==> src/rtl/cgdc_pkg.sv <==
// Shared types and constants for the color guided drive controller.
// No dependencies; every other rtl file refers to it by scoped names.
package cgdc_pkg;

    localparam int MAX_TURN_TICKS_DEF = 200;

    localparam int FULL_TURN    = 5760;
    localparam int HALF_TURN    = 2880;
    localparam int QUARTER_TURN = 1440;

    localparam logic [0:0]  PRESENT_RST = 1'b0;
    localparam logic [7:0]  CRUISE_RST  = 8'd180;
    localparam logic [7:0]  LIMIT_RST   = 8'd140;
    localparam logic [7:0]  STEP_RST    = 8'd10;
    localparam logic [7:0]  GAIN_RST    = 8'd24;
    localparam logic [11:0] TOL_RST     = 12'd32;
    localparam logic [15:0] DARK_RST    = 16'd10;
    localparam logic [31:0] THRESH_RST  = 32'h7340_6640;

    typedef enum logic [2:0] {
        REG_PRESENT = 3'd0,
        REG_CRUISE  = 3'd1,
        REG_LIMIT   = 3'd2,
        REG_STEP    = 3'd3,
        REG_GAIN    = 3'd4,
        REG_TOL     = 3'd5,
        REG_DARK    = 3'd6,
        REG_THRESH  = 3'd7
    } cfg_index_t;

    typedef enum logic [2:0] {
        ST_DARK      = 3'd0,
        ST_RED_STOP  = 3'd1,
        ST_ADVANCE   = 3'd2,
        ST_TURNING   = 3'd3,
        ST_REACHED   = 3'd4,
        ST_TIMEOUT   = 3'd5,
        ST_NO_SENSOR = 3'd6
    } status_t;

    typedef enum logic [1:0] {
        COLOR_DARK  = 2'd0,
        COLOR_RED   = 2'd1,
        COLOR_GREEN = 2'd2,
        COLOR_OTHER = 2'd3
    } color_t;

    typedef struct packed {
        color_t      color;
        logic [12:0] goal;
    } cls_t;

    typedef struct packed {
        logic signed [8:0] drive;
        status_t           status;
        logic              active;
        logic [7:0]        ticks;
    } turn_t;

endpackage

==> src/rtl/cgdc_classify.sv <==
// Color classification of one tick by Q8 cross-multiplied ratio tests,
// plus the candidate heading goal yaw + 90 degrees. Uses cgdc_pkg.
module cgdc_classify (
    input  logic [12:0]        yaw,
    input  logic [15:0]        red_count,
    input  logic [15:0]        green_count,
    input  logic [15:0]        clear_count,
    input  logic [15:0]        dark_limit,
    input  logic [31:0]        thresholds,
    output cgdc_pkg::cls_t     cls
);

    logic [23:0] r8, g8;
    logic [23:0] red_hi_p, grn_lo_p, grn_hi_p, red_lo_p;
    logic        is_red, is_green;
    logic [13:0] goal_sum;

    assign r8 = {red_count, 8'd0};
    assign g8 = {green_count, 8'd0};

    assign red_hi_p = 24'(thresholds[31:24]) * 24'(clear_count);
    assign grn_lo_p = 24'(thresholds[23:16]) * 24'(clear_count);
    assign grn_hi_p = 24'(thresholds[15:8])  * 24'(clear_count);
    assign red_lo_p = 24'(thresholds[7:0])   * 24'(clear_count);

    assign is_red   = (r8 > red_hi_p) && (g8 < grn_lo_p);
    assign is_green = (g8 > grn_hi_p) && (r8 < red_lo_p);

    assign goal_sum = 14'(yaw) + 14'(cgdc_pkg::QUARTER_TURN);

    always_comb begin
        if (clear_count <= dark_limit) begin
            cls.color = cgdc_pkg::COLOR_DARK;
        end else if (is_red) begin
            cls.color = cgdc_pkg::COLOR_RED;
        end else if (is_green) begin
            cls.color = cgdc_pkg::COLOR_GREEN;
        end else begin
            cls.color = cgdc_pkg::COLOR_OTHER;
        end
        if (goal_sum >= 14'(cgdc_pkg::FULL_TURN)) begin
            cls.goal = 13'(goal_sum - 14'(cgdc_pkg::FULL_TURN));
        end else begin
            cls.goal = goal_sum[12:0];
        end
    end

endmodule

==> src/rtl/cgdc_turn.sv <==
// One proportional turn step: wrapped heading error, tolerance and
// timeout checks, clamped drive. Uses cgdc_pkg.
module cgdc_turn #(
    parameter int MAX_TURN_TICKS = cgdc_pkg::MAX_TURN_TICKS_DEF
) (
    input  logic [12:0]     target,
    input  logic [12:0]     yaw,
    input  logic [7:0]      ticks,
    input  logic [7:0]      gain,
    input  logic [11:0]     tolerance,
    input  logic [7:0]      limit,
    output cgdc_pkg::turn_t res
);

    logic signed [14:0] err0, err;
    logic        [14:0] mag_w;
    logic        [11:0] mag;
    logic        [19:0] prod;
    logic        [11:0] scaled;
    logic        [7:0]  clamped;
    logic signed [8:0]  drive_pos;

    assign err0 = $signed({2'b00, target}) - $signed({2'b00, yaw});

    always_comb begin
        if (err0 > 15'sd2880) begin
            err = err0 - 15'sd5760;
        end else if (err0 < -15'sd2880) begin
            err = err0 + 15'sd5760;
        end else begin
            err = err0;
        end
    end

    assign mag_w     = err[14] ? 15'(-err) : 15'(err);
    assign mag       = mag_w[11:0];
    assign prod      = 20'(mag) * 20'(gain);
    assign scaled    = prod[19:8];
    assign clamped   = (scaled > 12'(limit)) ? limit : scaled[7:0];
    assign drive_pos = $signed({1'b0, clamped});

    always_comb begin
        if (ticks >= 8'(MAX_TURN_TICKS)) begin
            res.drive  = '0;
            res.status = cgdc_pkg::ST_TIMEOUT;
            res.active = 1'b0;
            res.ticks  = ticks;
        end else if (mag < tolerance) begin
            res.drive  = '0;
            res.status = cgdc_pkg::ST_REACHED;
            res.active = 1'b0;
            res.ticks  = ticks;
        end else begin
            res.drive  = err[14] ? -drive_pos : drive_pos;
            res.status = cgdc_pkg::ST_TURNING;
            res.active = 1'b1;
            res.ticks  = ticks + 8'd1;
        end
    end

endmodule

==> src/rtl/color_guided_drive_controller.sv <==
// Top level of the color guided drive controller: config registers,
// input stage, state update and result register. Uses cgdc_pkg,
// cgdc_classify and cgdc_turn.
//
// Usage:
//   s_* channel: one control tick per item (yaw, red/green/clear counts).
//   m_* channel: one result item per tick (left/right drive, status,
//   heading goal), in order.
//   cfg_* channel: register index and data; always ready, write only
//   while no item is in flight.
// Timing: the input stage register loads on the input accept edge and the result
//   register loads from it once empty or taken. Throughput: one item per cycle
//   while m_ready is high; the color test sits before the input stage register,
//   the turn step and ramp between it and the result register.
// Reset: aresetn low clears pipeline valids and drive state (not turning,
//   goal 0, ramp level 0) and loads register defaults; sensors read as
//   absent until register 0 is written.
// Stall: while m_ready is low the result holds; one more item is taken
//   into the input stage, then s_ready drops until the result is taken.
module color_guided_drive_controller #(
    parameter int MAX_TURN_TICKS = cgdc_pkg::MAX_TURN_TICKS_DEF
) (
    input  logic               aclk,
    input  logic               aresetn,

    input  logic               s_valid,
    output logic               s_ready,
    input  logic [12:0]        s_yaw,
    input  logic [15:0]        s_red_count,
    input  logic [15:0]        s_green_count,
    input  logic [15:0]        s_clear_count,

    output logic               m_valid,
    input  logic               m_ready,
    output logic signed [8:0]  m_left_drive,
    output logic signed [8:0]  m_right_drive,
    output logic [2:0]         m_status,
    output logic [12:0]        m_heading_goal,

    input  logic               cfg_valid,
    output logic               cfg_ready,
    input  logic [2:0]         cfg_index,
    input  logic [31:0]        cfg_data
);

    logic        present_reg;
    logic [7:0]  cruise_reg, limit_reg, step_reg, gain_reg;
    logic [11:0] tol_reg;
    logic [15:0] dark_reg;
    logic [31:0] thresh_reg;

    logic        turning_reg, turning_next;
    logic [12:0] target_reg, target_next;
    logic [7:0]  ticks_reg, ticks_next;
    logic [7:0]  ramp_reg, ramp_next;

    logic           in_valid_reg;
    logic [12:0]    in_yaw_reg;
    cgdc_pkg::cls_t in_cls_reg;
    cgdc_pkg::cls_t cls;

    logic              out_valid_reg;
    logic signed [8:0] left_reg, left_next;
    logic signed [8:0] right_reg, right_next;
    cgdc_pkg::status_t status_reg, status_next;

    logic            advance;
    logic            start_turn;
    logic [12:0]     turn_target;
    logic [7:0]      turn_ticks_in;
    cgdc_pkg::turn_t turn_res;
    logic [8:0]      ramp_up, cruise_plus;

    assign cfg_ready = 1'b1;
    assign advance   = in_valid_reg && (!out_valid_reg || m_ready);
    assign s_ready   = !in_valid_reg || advance;

    always_ff @(posedge aclk) begin
        if (!aresetn) begin
            present_reg <= cgdc_pkg::PRESENT_RST;
            cruise_reg  <= cgdc_pkg::CRUISE_RST;
            limit_reg   <= cgdc_pkg::LIMIT_RST;
            step_reg    <= cgdc_pkg::STEP_RST;
            gain_reg    <= cgdc_pkg::GAIN_RST;
            tol_reg     <= cgdc_pkg::TOL_RST;
            dark_reg    <= cgdc_pkg::DARK_RST;
            thresh_reg  <= cgdc_pkg::THRESH_RST;
        end else if (cfg_valid && cfg_ready) begin
            unique case (cgdc_pkg::cfg_index_t'(cfg_index))
                cgdc_pkg::REG_PRESENT: present_reg <= cfg_data[0];
                cgdc_pkg::REG_CRUISE:  cruise_reg  <= cfg_data[7:0];
                cgdc_pkg::REG_LIMIT:   limit_reg   <= cfg_data[7:0];
                cgdc_pkg::REG_STEP:    step_reg    <= cfg_data[7:0];
                cgdc_pkg::REG_GAIN:    gain_reg    <= cfg_data[7:0];
                cgdc_pkg::REG_TOL:     tol_reg     <= cfg_data[11:0];
                cgdc_pkg::REG_DARK:    dark_reg    <= cfg_data[15:0];
                cgdc_pkg::REG_THRESH:  thresh_reg  <= cfg_data;
                default: ;
            endcase
        end
    end

    cgdc_classify u_classify (
        .yaw         (s_yaw),
        .red_count   (s_red_count),
        .green_count (s_green_count),
        .clear_count (s_clear_count),
        .dark_limit  (dark_reg),
        .thresholds  (thresh_reg),
        .cls         (cls)
    );

    always_ff @(posedge aclk) begin
        if (!aresetn) begin
            in_valid_reg <= 1'b0;
        end else if (s_valid && s_ready) begin
            in_valid_reg <= 1'b1;
        end else if (advance) begin
            in_valid_reg <= 1'b0;
        end
    end

    always_ff @(posedge aclk) begin
        if (s_valid && s_ready) begin
            in_yaw_reg <= s_yaw;
            in_cls_reg <= cls;
        end
    end

    assign start_turn    = !turning_reg && (in_cls_reg.color == cgdc_pkg::COLOR_GREEN);
    assign turn_target   = start_turn ? in_cls_reg.goal : target_reg;
    assign turn_ticks_in = start_turn ? 8'd0 : ticks_reg;

    cgdc_turn #(
        .MAX_TURN_TICKS (MAX_TURN_TICKS)
    ) u_turn (
        .target    (turn_target),
        .yaw       (in_yaw_reg),
        .ticks     (turn_ticks_in),
        .gain      (gain_reg),
        .tolerance (tol_reg),
        .limit     (limit_reg),
        .res       (turn_res)
    );

    assign ramp_up     = 9'(ramp_reg) + 9'(step_reg);
    assign cruise_plus = 9'(cruise_reg) + 9'(step_reg);

    always_comb begin
        turning_next = turning_reg;
        target_next  = target_reg;
        ticks_next   = ticks_reg;
        ramp_next    = ramp_reg;
        left_next    = '0;
        right_next   = '0;
        status_next  = cgdc_pkg::ST_DARK;
        if (!present_reg) begin
            turning_next = 1'b0;
            status_next  = cgdc_pkg::ST_NO_SENSOR;
        end else if (turning_reg || start_turn) begin
            turning_next = turn_res.active;
            target_next  = turn_target;
            ticks_next   = turn_res.ticks;
            left_next    = turn_res.drive;
            right_next   = -turn_res.drive;
            status_next  = turn_res.status;
        end else begin
            case (in_cls_reg.color)
                cgdc_pkg::COLOR_DARK: status_next = cgdc_pkg::ST_DARK;
                cgdc_pkg::COLOR_RED:  status_next = cgdc_pkg::ST_RED_STOP;
                default: begin
                    if (ramp_reg < cruise_reg) begin
                        ramp_next = (ramp_up > 9'(cruise_reg)) ? cruise_reg : ramp_up[7:0];
                    end else if (ramp_reg > cruise_reg) begin
                        ramp_next = (9'(ramp_reg) >= cruise_plus) ? ramp_reg - step_reg
                                                                  : cruise_reg;
                    end
                    left_next   = $signed({1'b0, ramp_next});
                    right_next  = $signed({1'b0, ramp_next});
                    status_next = cgdc_pkg::ST_ADVANCE;
                end
            endcase
        end
    end

    always_ff @(posedge aclk) begin
        if (!aresetn) begin
            turning_reg   <= 1'b0;
            target_reg    <= '0;
            ticks_reg     <= '0;
            ramp_reg      <= '0;
            out_valid_reg <= 1'b0;
        end else begin
            if (advance) begin
                turning_reg   <= turning_next;
                target_reg    <= target_next;
                ticks_reg     <= ticks_next;
                ramp_reg      <= ramp_next;
                out_valid_reg <= 1'b1;
            end else if (m_ready) begin
                out_valid_reg <= 1'b0;
            end
        end
    end

    always_ff @(posedge aclk) begin
        if (advance) begin
            left_reg   <= left_next;
            right_reg  <= right_next;
            status_reg <= status_next;
        end
    end

    assign m_valid        = out_valid_reg;
    assign m_left_drive   = left_reg;
    assign m_right_drive  = right_reg;
    assign m_status       = status_reg;
    assign m_heading_goal = target_reg;

`ifndef NO_ASSERTIONS
    a_ticks_bound: assert property (@(posedge aclk) disable iff (!aresetn)
        ticks_reg <= 8'(MAX_TURN_TICKS))
        else $error("turn tick count beyond limit");

    a_goal_range: assert property (@(posedge aclk) disable iff (!aresetn)
        target_reg < 13'(cgdc_pkg::FULL_TURN))
        else $error("heading goal out of range");

    a_turn_mirror: assert property (@(posedge aclk) disable iff (!aresetn)
        m_valid && (m_status == cgdc_pkg::ST_TURNING) |-> m_left_drive == -m_right_drive)
        else $error("turn drives not mirrored");

    a_stop_zero: assert property (@(posedge aclk) disable iff (!aresetn)
        m_valid && (m_status != cgdc_pkg::ST_TURNING) && (m_status != cgdc_pkg::ST_ADVANCE)
        |-> (m_left_drive == 9'sd0) && (m_right_drive == 9'sd0))
        else $error("nonzero drive on a stop status");

    a_no_sensor_idle: assert property (@(posedge aclk) disable iff (!aresetn)
        advance && !present_reg |=> !turning_reg)
        else $error("turn kept without sensors");
`endif

endmodule

==> config.mk <==
export PLATFORM = sky130hd
export DESIGN_NAME = color_guided_drive_controller
export DESIGN_NICKNAME = d
export VERILOG_FILES = /design/src/rtl/cgdc_pkg.sv /design/src/rtl/cgdc_classify.sv /design/src/rtl/cgdc_turn.sv /design/src/rtl/color_guided_drive_controller.sv
export SDC_FILE = /design/constraint.sdc
export NUM_CORES = 2
export LEC_CHECK = 0
export ABC_AREA = 1
export BUFFER_PORTS_ARGS = -buffer_cell sky130_fd_sc_hd__buf_2
export CAP_MARGIN = 20
export CORE_MARGIN = 5
export CORE_UTILIZATION = 65
export DETAILED_ROUTE_END_ITERATION = 10
export PLACE_DENSITY = 0.84
export SLEW_MARGIN = 10
export SYNTH_ARGS = -nofsm -noshare
export SYNTH_HDL_FRONTEND = slang
export SYNTH_SLANG_ARGS = --single-unit
==> constraint.sdc <==
create_clock -name aclk -period 11.5 [get_ports aclk]
set_input_delay 1.15 -clock aclk [delete_from_list [all_inputs] [get_ports aclk]]
set_output_delay 1.15 -clock aclk [all_outputs]
set_load 0.005 [all_outputs]
* Word level (Yosys, flattened, before mapping)
Cells that the tools add are included.
** Storage, ports and cells
- Output and inout port bits :: 37
- Register bits after elaboration :: 174
- Input port bits :: 101
** Cells by class
- Bitwise operators :: 2
- Eq/ne operators :: 10
- Mux-type cells :: 27
- Multipliers :: 5
- Magnitude comparators :: 15
- Reductions and logical operators :: 28
- Add/subtract/negate cells :: 12
** Operators with widths (number)
- multiplier 8 x 16 -> 24 bit :: 4
- 2-to-1 mux 8 bit :: 7
- > comparator 24 bit :: 2
- < comparator 24 bit :: 2
- 2-to-1 mux 21 bit :: 2
- 2-to-1 mux 15 bit :: 2
- 2-to-1 mux 9 bit :: 3
- 2-to-1 mux 13 bit :: 2
- multiplier 12 x 8 -> 20 bit :: 1
- adder 8 x 8 -> 9 bit :: 2
- AND reduction 2 bit :: 9
- <= comparator 16 bit :: 1
- adder 15 x 14 -> 15 bit (second input constant) :: 1
- > comparator 15 x 13 -> 1 bit (second input constant) :: 1
- < comparator 15 x 13 -> 1 bit (second input constant) :: 1
- subtractor 15 x 14 -> 15 bit (second input constant) :: 1
- adder 13 x 11 -> 14 bit (second input constant) :: 1
- >= comparator 14 x 13 -> 1 bit (second input constant) :: 1
- subtractor 13 x 13 -> 14 bit :: 1
- subtractor 13 bit (second input constant) :: 1
- equality test 3 bit (second input constant) :: 4
- > comparator 12 x 8 -> 1 bit :: 1
- < comparator 12 bit :: 1
- 2-to-1 mux 12 bit :: 1
- 28 further kinds :: 47

* Logic depth before layout (Yosys ltp)
- Depth in word-level cells :: 18
- Depth in mapped cells :: 71
- Mapped depth without buffers :: 71

* Modules after synthesis
A second synthesis with hierarchy kept.
** Unflattened totals
- Cell total of the unflattened synthesis :: 4958
- Area, all modules :: 34185.3 sq um
** Modules (own cells, without submodules)
- cgdc_classify :: area an instance 20236.9 sq um, instances 1, sequential area each 0.0 sq um, cells an instance 3048
- color_guided_drive_controller :: area an instance 8441.8 sq um, instances 1, sequential area each 3943.8 sq um, cells an instance 1045
- cgdc_turn :: area an instance 5506.5 sq um, instances 1, sequential area each 0.0 sq um, cells an instance 865

* Worst setup path after synthesis
OpenSTA, ideal clock, no wires.
- Path kind :: register to register
- Start :: register in_cls_reg[13] in the netlist's numbering
- End :: register right_reg[8], in the netlist m_right_drive[8] (data pin)
- Arrival :: 9.776 ns
- Clock period less this slack :: 10.029 ns
- Required time :: 11.247 ns
- Buffers on the path :: 1
- Path slack :: 1.471 ns
- Cell stages (with the launch flop) :: 67
- Library setup time :: 0.253 ns
- Path through :: edfxtp_1 nor3_1 clkbuf_1 mux2i_1 ha_1 fa_1 inv_1 nand2_1 nand2_1 nand3_1 nand2_1 nand2_1 nand2_1 inv_1 ha_1 inv_1 nand2_1 nand2_1 [31 not listed] o21ai_0 nand3_2 nor2_8 nand2_4 nand2_1 nand2_2 ha_1 nand3_1 o21ai_0 inv_1 ha_1 nand2_1 inv_1 nand2_2 nor2_4 nand4_2 nor2_1 nor2_1
** Between the ends
- Cells in the longest elaborated chain, start to end :: 18
** Ends and longest elaborated chain
- from (decl) :: RTL line color_guided_drive_controller.sv:59 : cgdc_pkg::cls_t in_cls_reg;
- from (signal assigned) :: RTL line color_guided_drive_controller.sv:126 : in_cls_reg <= cls;
- equality test 2 bit * :: RTL line color_guided_drive_controller.sv:130 : assign start_turn = !turning_reg && (in_cls_reg.color == cgdc_pkg::COLOR_GREEN);
- logical AND 1 bit * :: RTL line color_guided_drive_controller.sv:130
- 2-to-1 mux 13 bit :: RTL line color_guided_drive_controller.sv:131 : assign turn_target = start_turn ? in_cls_reg.goal : target_reg;
- subtractor 13 x 13 -> 14 bit :: RTL line cgdc_turn.sv:23 : assign err0 = $signed({2'b00, target}) - $signed({2'b00, yaw});
- adder 15 x 14 -> 15 bit / < comparator 15 x 13 -> 1 bit (equally long branches) :: RTL line cgdc_turn.sv:29, cgdc_turn.sv:28
- 2-to-1 mux 15 bit :: RTL line cgdc_turn.sv:28 : end else if (err0 < -15'sd2880) begin
- 2-to-1 mux 15 bit :: RTL line cgdc_turn.sv:26 : if (err0 > 15'sd2880) begin
- negator 12 bit :: RTL line cgdc_turn.sv:35 : assign mag_w = err[14] ? 15'(-err) : 15'(err);
- [2 not listed]
- > comparator 12 x 8 -> 1 bit :: RTL line cgdc_turn.sv:39 : assign clamped = (scaled > 12'(limit)) ? limit : scaled[7:0];
- 2-to-1 mux 8 bit :: RTL line cgdc_turn.sv:39
- negator 8 -> 9 bit :: RTL line cgdc_turn.sv:54 : res.drive = err[14] ? -drive_pos : drive_pos;
- 2-to-1 mux 9 bit :: RTL line cgdc_turn.sv:54
- 2-to-1 mux 21 bit :: RTL line cgdc_turn.sv:48 : end else if (mag < tolerance) begin
- 2-to-1 mux 21 bit :: RTL line cgdc_turn.sv:43 : if (ticks >= 8'(MAX_TURN_TICKS)) begin
- negator 9 bit :: RTL line color_guided_drive_controller.sv:165 : right_next = -turn_res.drive;
- 2-to-1 mux 9 bit * :: RTL line color_guided_drive_controller.sv:160 : end else if (turning_reg || start_turn) begin
- to (signal assigned) :: RTL line color_guided_drive_controller.sv:209 : right_reg <= right_next;
- to (decl) :: RTL line color_guided_drive_controller.sv:64 : logic signed [8:0] right_reg, right_next;
Every way passes the cells marked *; elsewhere a longest branch is shown, timed or not.
A chain may end at the register's enable or synchronous reset.

* Final worst setup path
- Start :: register in_cls_reg[14] in the netlist's numbering
- End :: register right_reg[8], in the netlist m_right_drive[8] (data pin)
The elaborated chain is that of the path after synthesis.

==> results.py <==
metrics = {
    "synth": {
        "yosysSeqAreaShare_pct": 12.48,
        "synth_top_area_share_pct": 26.28,
        "yosysMostFrequentCell": "inv_1",
        "syn_area_mm2": 0.03040,
        "ys_warn_count": 0,
        "ys_ff_latch": 168,
        "synthCells": 4055,
        "yosysTopAreaCell": "fa_1",
        "ys.flop_type": "dfxtp_1",
        "synth_commonest_cells": "923 x inv_1, 910 x nand2_1, 399 x fa_1",
        "synth_area_leaders": "fa_1 26%, ha_1 16%, inv_1 11%, nand2_1 11%, dfxtp_1 8.2%",
        "synth-edff-count": 43,
        "synth.distinct_cells": 59,
        "syn_avg_cell_area_um2": 7.496,
        "async_flop_share_pct": 0,
        "synth_fp_nets": 4938,
    },
    "hold_path": {
        "hold_path_class": "register to register",
    },
    "job": {
        "cap_violations": 0,
    },
    "routing": {
        "wl_per_cell_um": 16.26,
        "vias": 26190,
        "firstDrtPassIters": 6,
        "drc": 0,
        "ant_nets": 0,
        "drt_iter0_markers": 1868,
        "routed_wl_um": 76450,
        "via_per_inst": 5.568,
    },
    "cts": {
        "ctsRootBufferMaster": "clkbuf_16",
        "numClockSinks": 168,
        "postCtsHoldBufs": 0,
        "tritoncts": "built",
        "clk_pin_slew_ps": 80,
        "cts_buffer_depth": 2,
        "htree_levels": 4,
        "cts_buffers": 17,
        "insertion_delay_ps": 460,
    },
    "die": {
        "rows": 79,
        "io_pins": 138,
        "initial_core_util_pct": 65.57,
        "core_mm2": 0.04636,
        "die_height_um": 226.3,
        "die_area_mm2": 0.05119,
        "die_w_um": 226.3,
    },
    "global_route": {
        "antenna_found_initial": 1,
        "grt_max_degree": 88,
        "gr-total-overflow": 0,
        "grt_pass1_vias": 26770,
        "grt_pass1_wl_um": 128500,
        "grt_use_total_pct": 30.78,
    },
    "final_layout": {
        "register_area_mm2": 0.003794,
        "area_growth_pct": 5.899,
        "drive_gt1_share_pct": 6.421,
        "multiInputGateArea_mm2": 0.02257,
        "n_antenna_cell": 0,
        "stdcell_area_mm2": 0.03219,
        "fillers": 3800,
        "nets": 4966,
        "largest_reg_flops": 32,
    },
    "sta": {
        "fin_setup_tns_ps": 0,
        "finalCritPeriodShare_pct": 92.77,
        "whs_ps": 463.0,
        "setup_slack_ps": 831.5,
        "fmax_mhz": 93.73,
        "finalSetupViolations": 0,
        "slew-limit-headroom_pct": 32.44,
        "hold_viol": 0,
        "tightest_slew_ps": 1010,
        "skew_ps": 9.477,
        "fin_crit_ps": 10670,
        "maxSlewViolCount": 0,
    },
    "critical_path": {
        "end_kind": "register",
        "worst-setup-path-type": "register to register",
        "cp-start-kind": "register",
        "worstPathArrival_ps": 10890,
        "cp_slowest_cell": "fa_1",
        "cp_max_fo": 12,
        "cp_slowest_stage_delay_ps": 530,
        "critPathRequiredTime_ps": 11720,
        "cp_common_cell": "inv_1",
    },
    "place": {
        "placed_area_mm2": 0.03137,
        "dp_hpwl_um": 59930,
        "place.gp.congestion": 0.9545,
        "dpl_worst_slack_ps": 613.0,
        "io_buffers": 136,
    },
    "status": {
        "outcome": "completed",
    },
}
-- worst max-delay path, delay by kind of cell (launching register included) --
kind / cells / cell delay [ps]
xor gates and xnor gates: 3 / 720
buffers and inverters: 15 / 1300
DFF: 1 / 350
muxes: 1 / 90
adders and majority gates: 11 / 3900
AOI/OAI and AO/OA: 6 / 1110
and+or+nand+nor: 29 / 2960
-- cell families after synthesis --
family,synth area share [%]
other,0.01234
buffers and inverters,13.49
flip-flops,12.48
XOR/XNOR,3.828
AO/OA/AOI/OAI,9.369
adder cells (fa/ha/maj),42.04
multiplexers,0.06586
AND/OR/NAND/NOR,18.71
-- layer usage --
metal  vias up  track usage, %  wire, µm
met4         0           14.67      4093
met3       222           3.133      4880
met2       990           53.61     37050
li1      12490               -         -
met1     12480           38.61     30430
met5         -               0         0
-- cells in the final DEF (no fill, tap or decap), types with 8 or more instances in the layout --
cell type,synthesis,final
xor2_1,57,56
a21oi_1,231,231
clkbuf_16,0,18
nand3_1,127,127
buf_4,2,26
nand4_1,26,26
nor2_1,229,228
o21bai_1,10,10
nand2_2,18,20
nand2_1,910,908
dfxtp_1,125,125
a211oi_1,19,19
buf_2,1,135
edfxtp_1,43,43
a21o_1,9,9
o211ai_1,38,38
fa_1,399,398
xnor2_1,74,71
nand3_2,11,11
inv_1,923,920
ha_1,383,382
inv_2,5,8
nor3_1,19,18
nor4_1,9,9
o21ai_0,152,150
-- cell type report --
| cell class | count | share of cell area, % |
|---|---|---|
| timing repair buffer | 163 | 2.845 |
| sequential | 168 | 11.79 |
| inverter | 936 | 10.93 |
| clock buffer | 17 | 1.322 |
| tap | 607 | 2.359 |
| clock inverter | 15 | 0.6569 |
| multi-input combinational | 2797 | 70.11 |
-- per-stage QoR --
| step | std cells | utilization [%] |
|---|---|---|
| after floorplan | 4055 | - |
| after global placement | 4659 | 67.67 |
| after detailed placement | 4659 | 67.67 |
| after CTS | 4691 | 69.05 |
| after global routing | 4703 | 69.44 |
| final | 4703 | 69.44 |
-- path summary, 6_finish.rpt --
check | from | endpoint | slack, ps | cells after the start
worst min-delay path | dark_reg[5]$_SDFFE_PN0P_ | dark_reg[5]$_SDFFE_PN0P_ | 460 | 2
worst min register to register | dark_reg[5]$_SDFFE_PN0P_ | dark_reg[5]$_SDFFE_PN0P_ | 460 | 2
worst max register to register | in_cls_reg[14]$_SDFFCE_PP0P_ | m_right_drive[8]$_SDFFCE_PN0P_ | 830 | 65
worst max-delay path | in_cls_reg[14]$_SDFFCE_PP0P_ | m_right_drive[8]$_SDFFCE_PN0P_ | 830 | 65
-- repair_timing --
action	CTS	global route
setup buffers	0	11
setup endpoints to repair	0	13
resized for setup	0	21
Power is left out: the tool's default activity adds up to more than one toggle a clock period on the data nets, which glitch-free logic cannot reach.
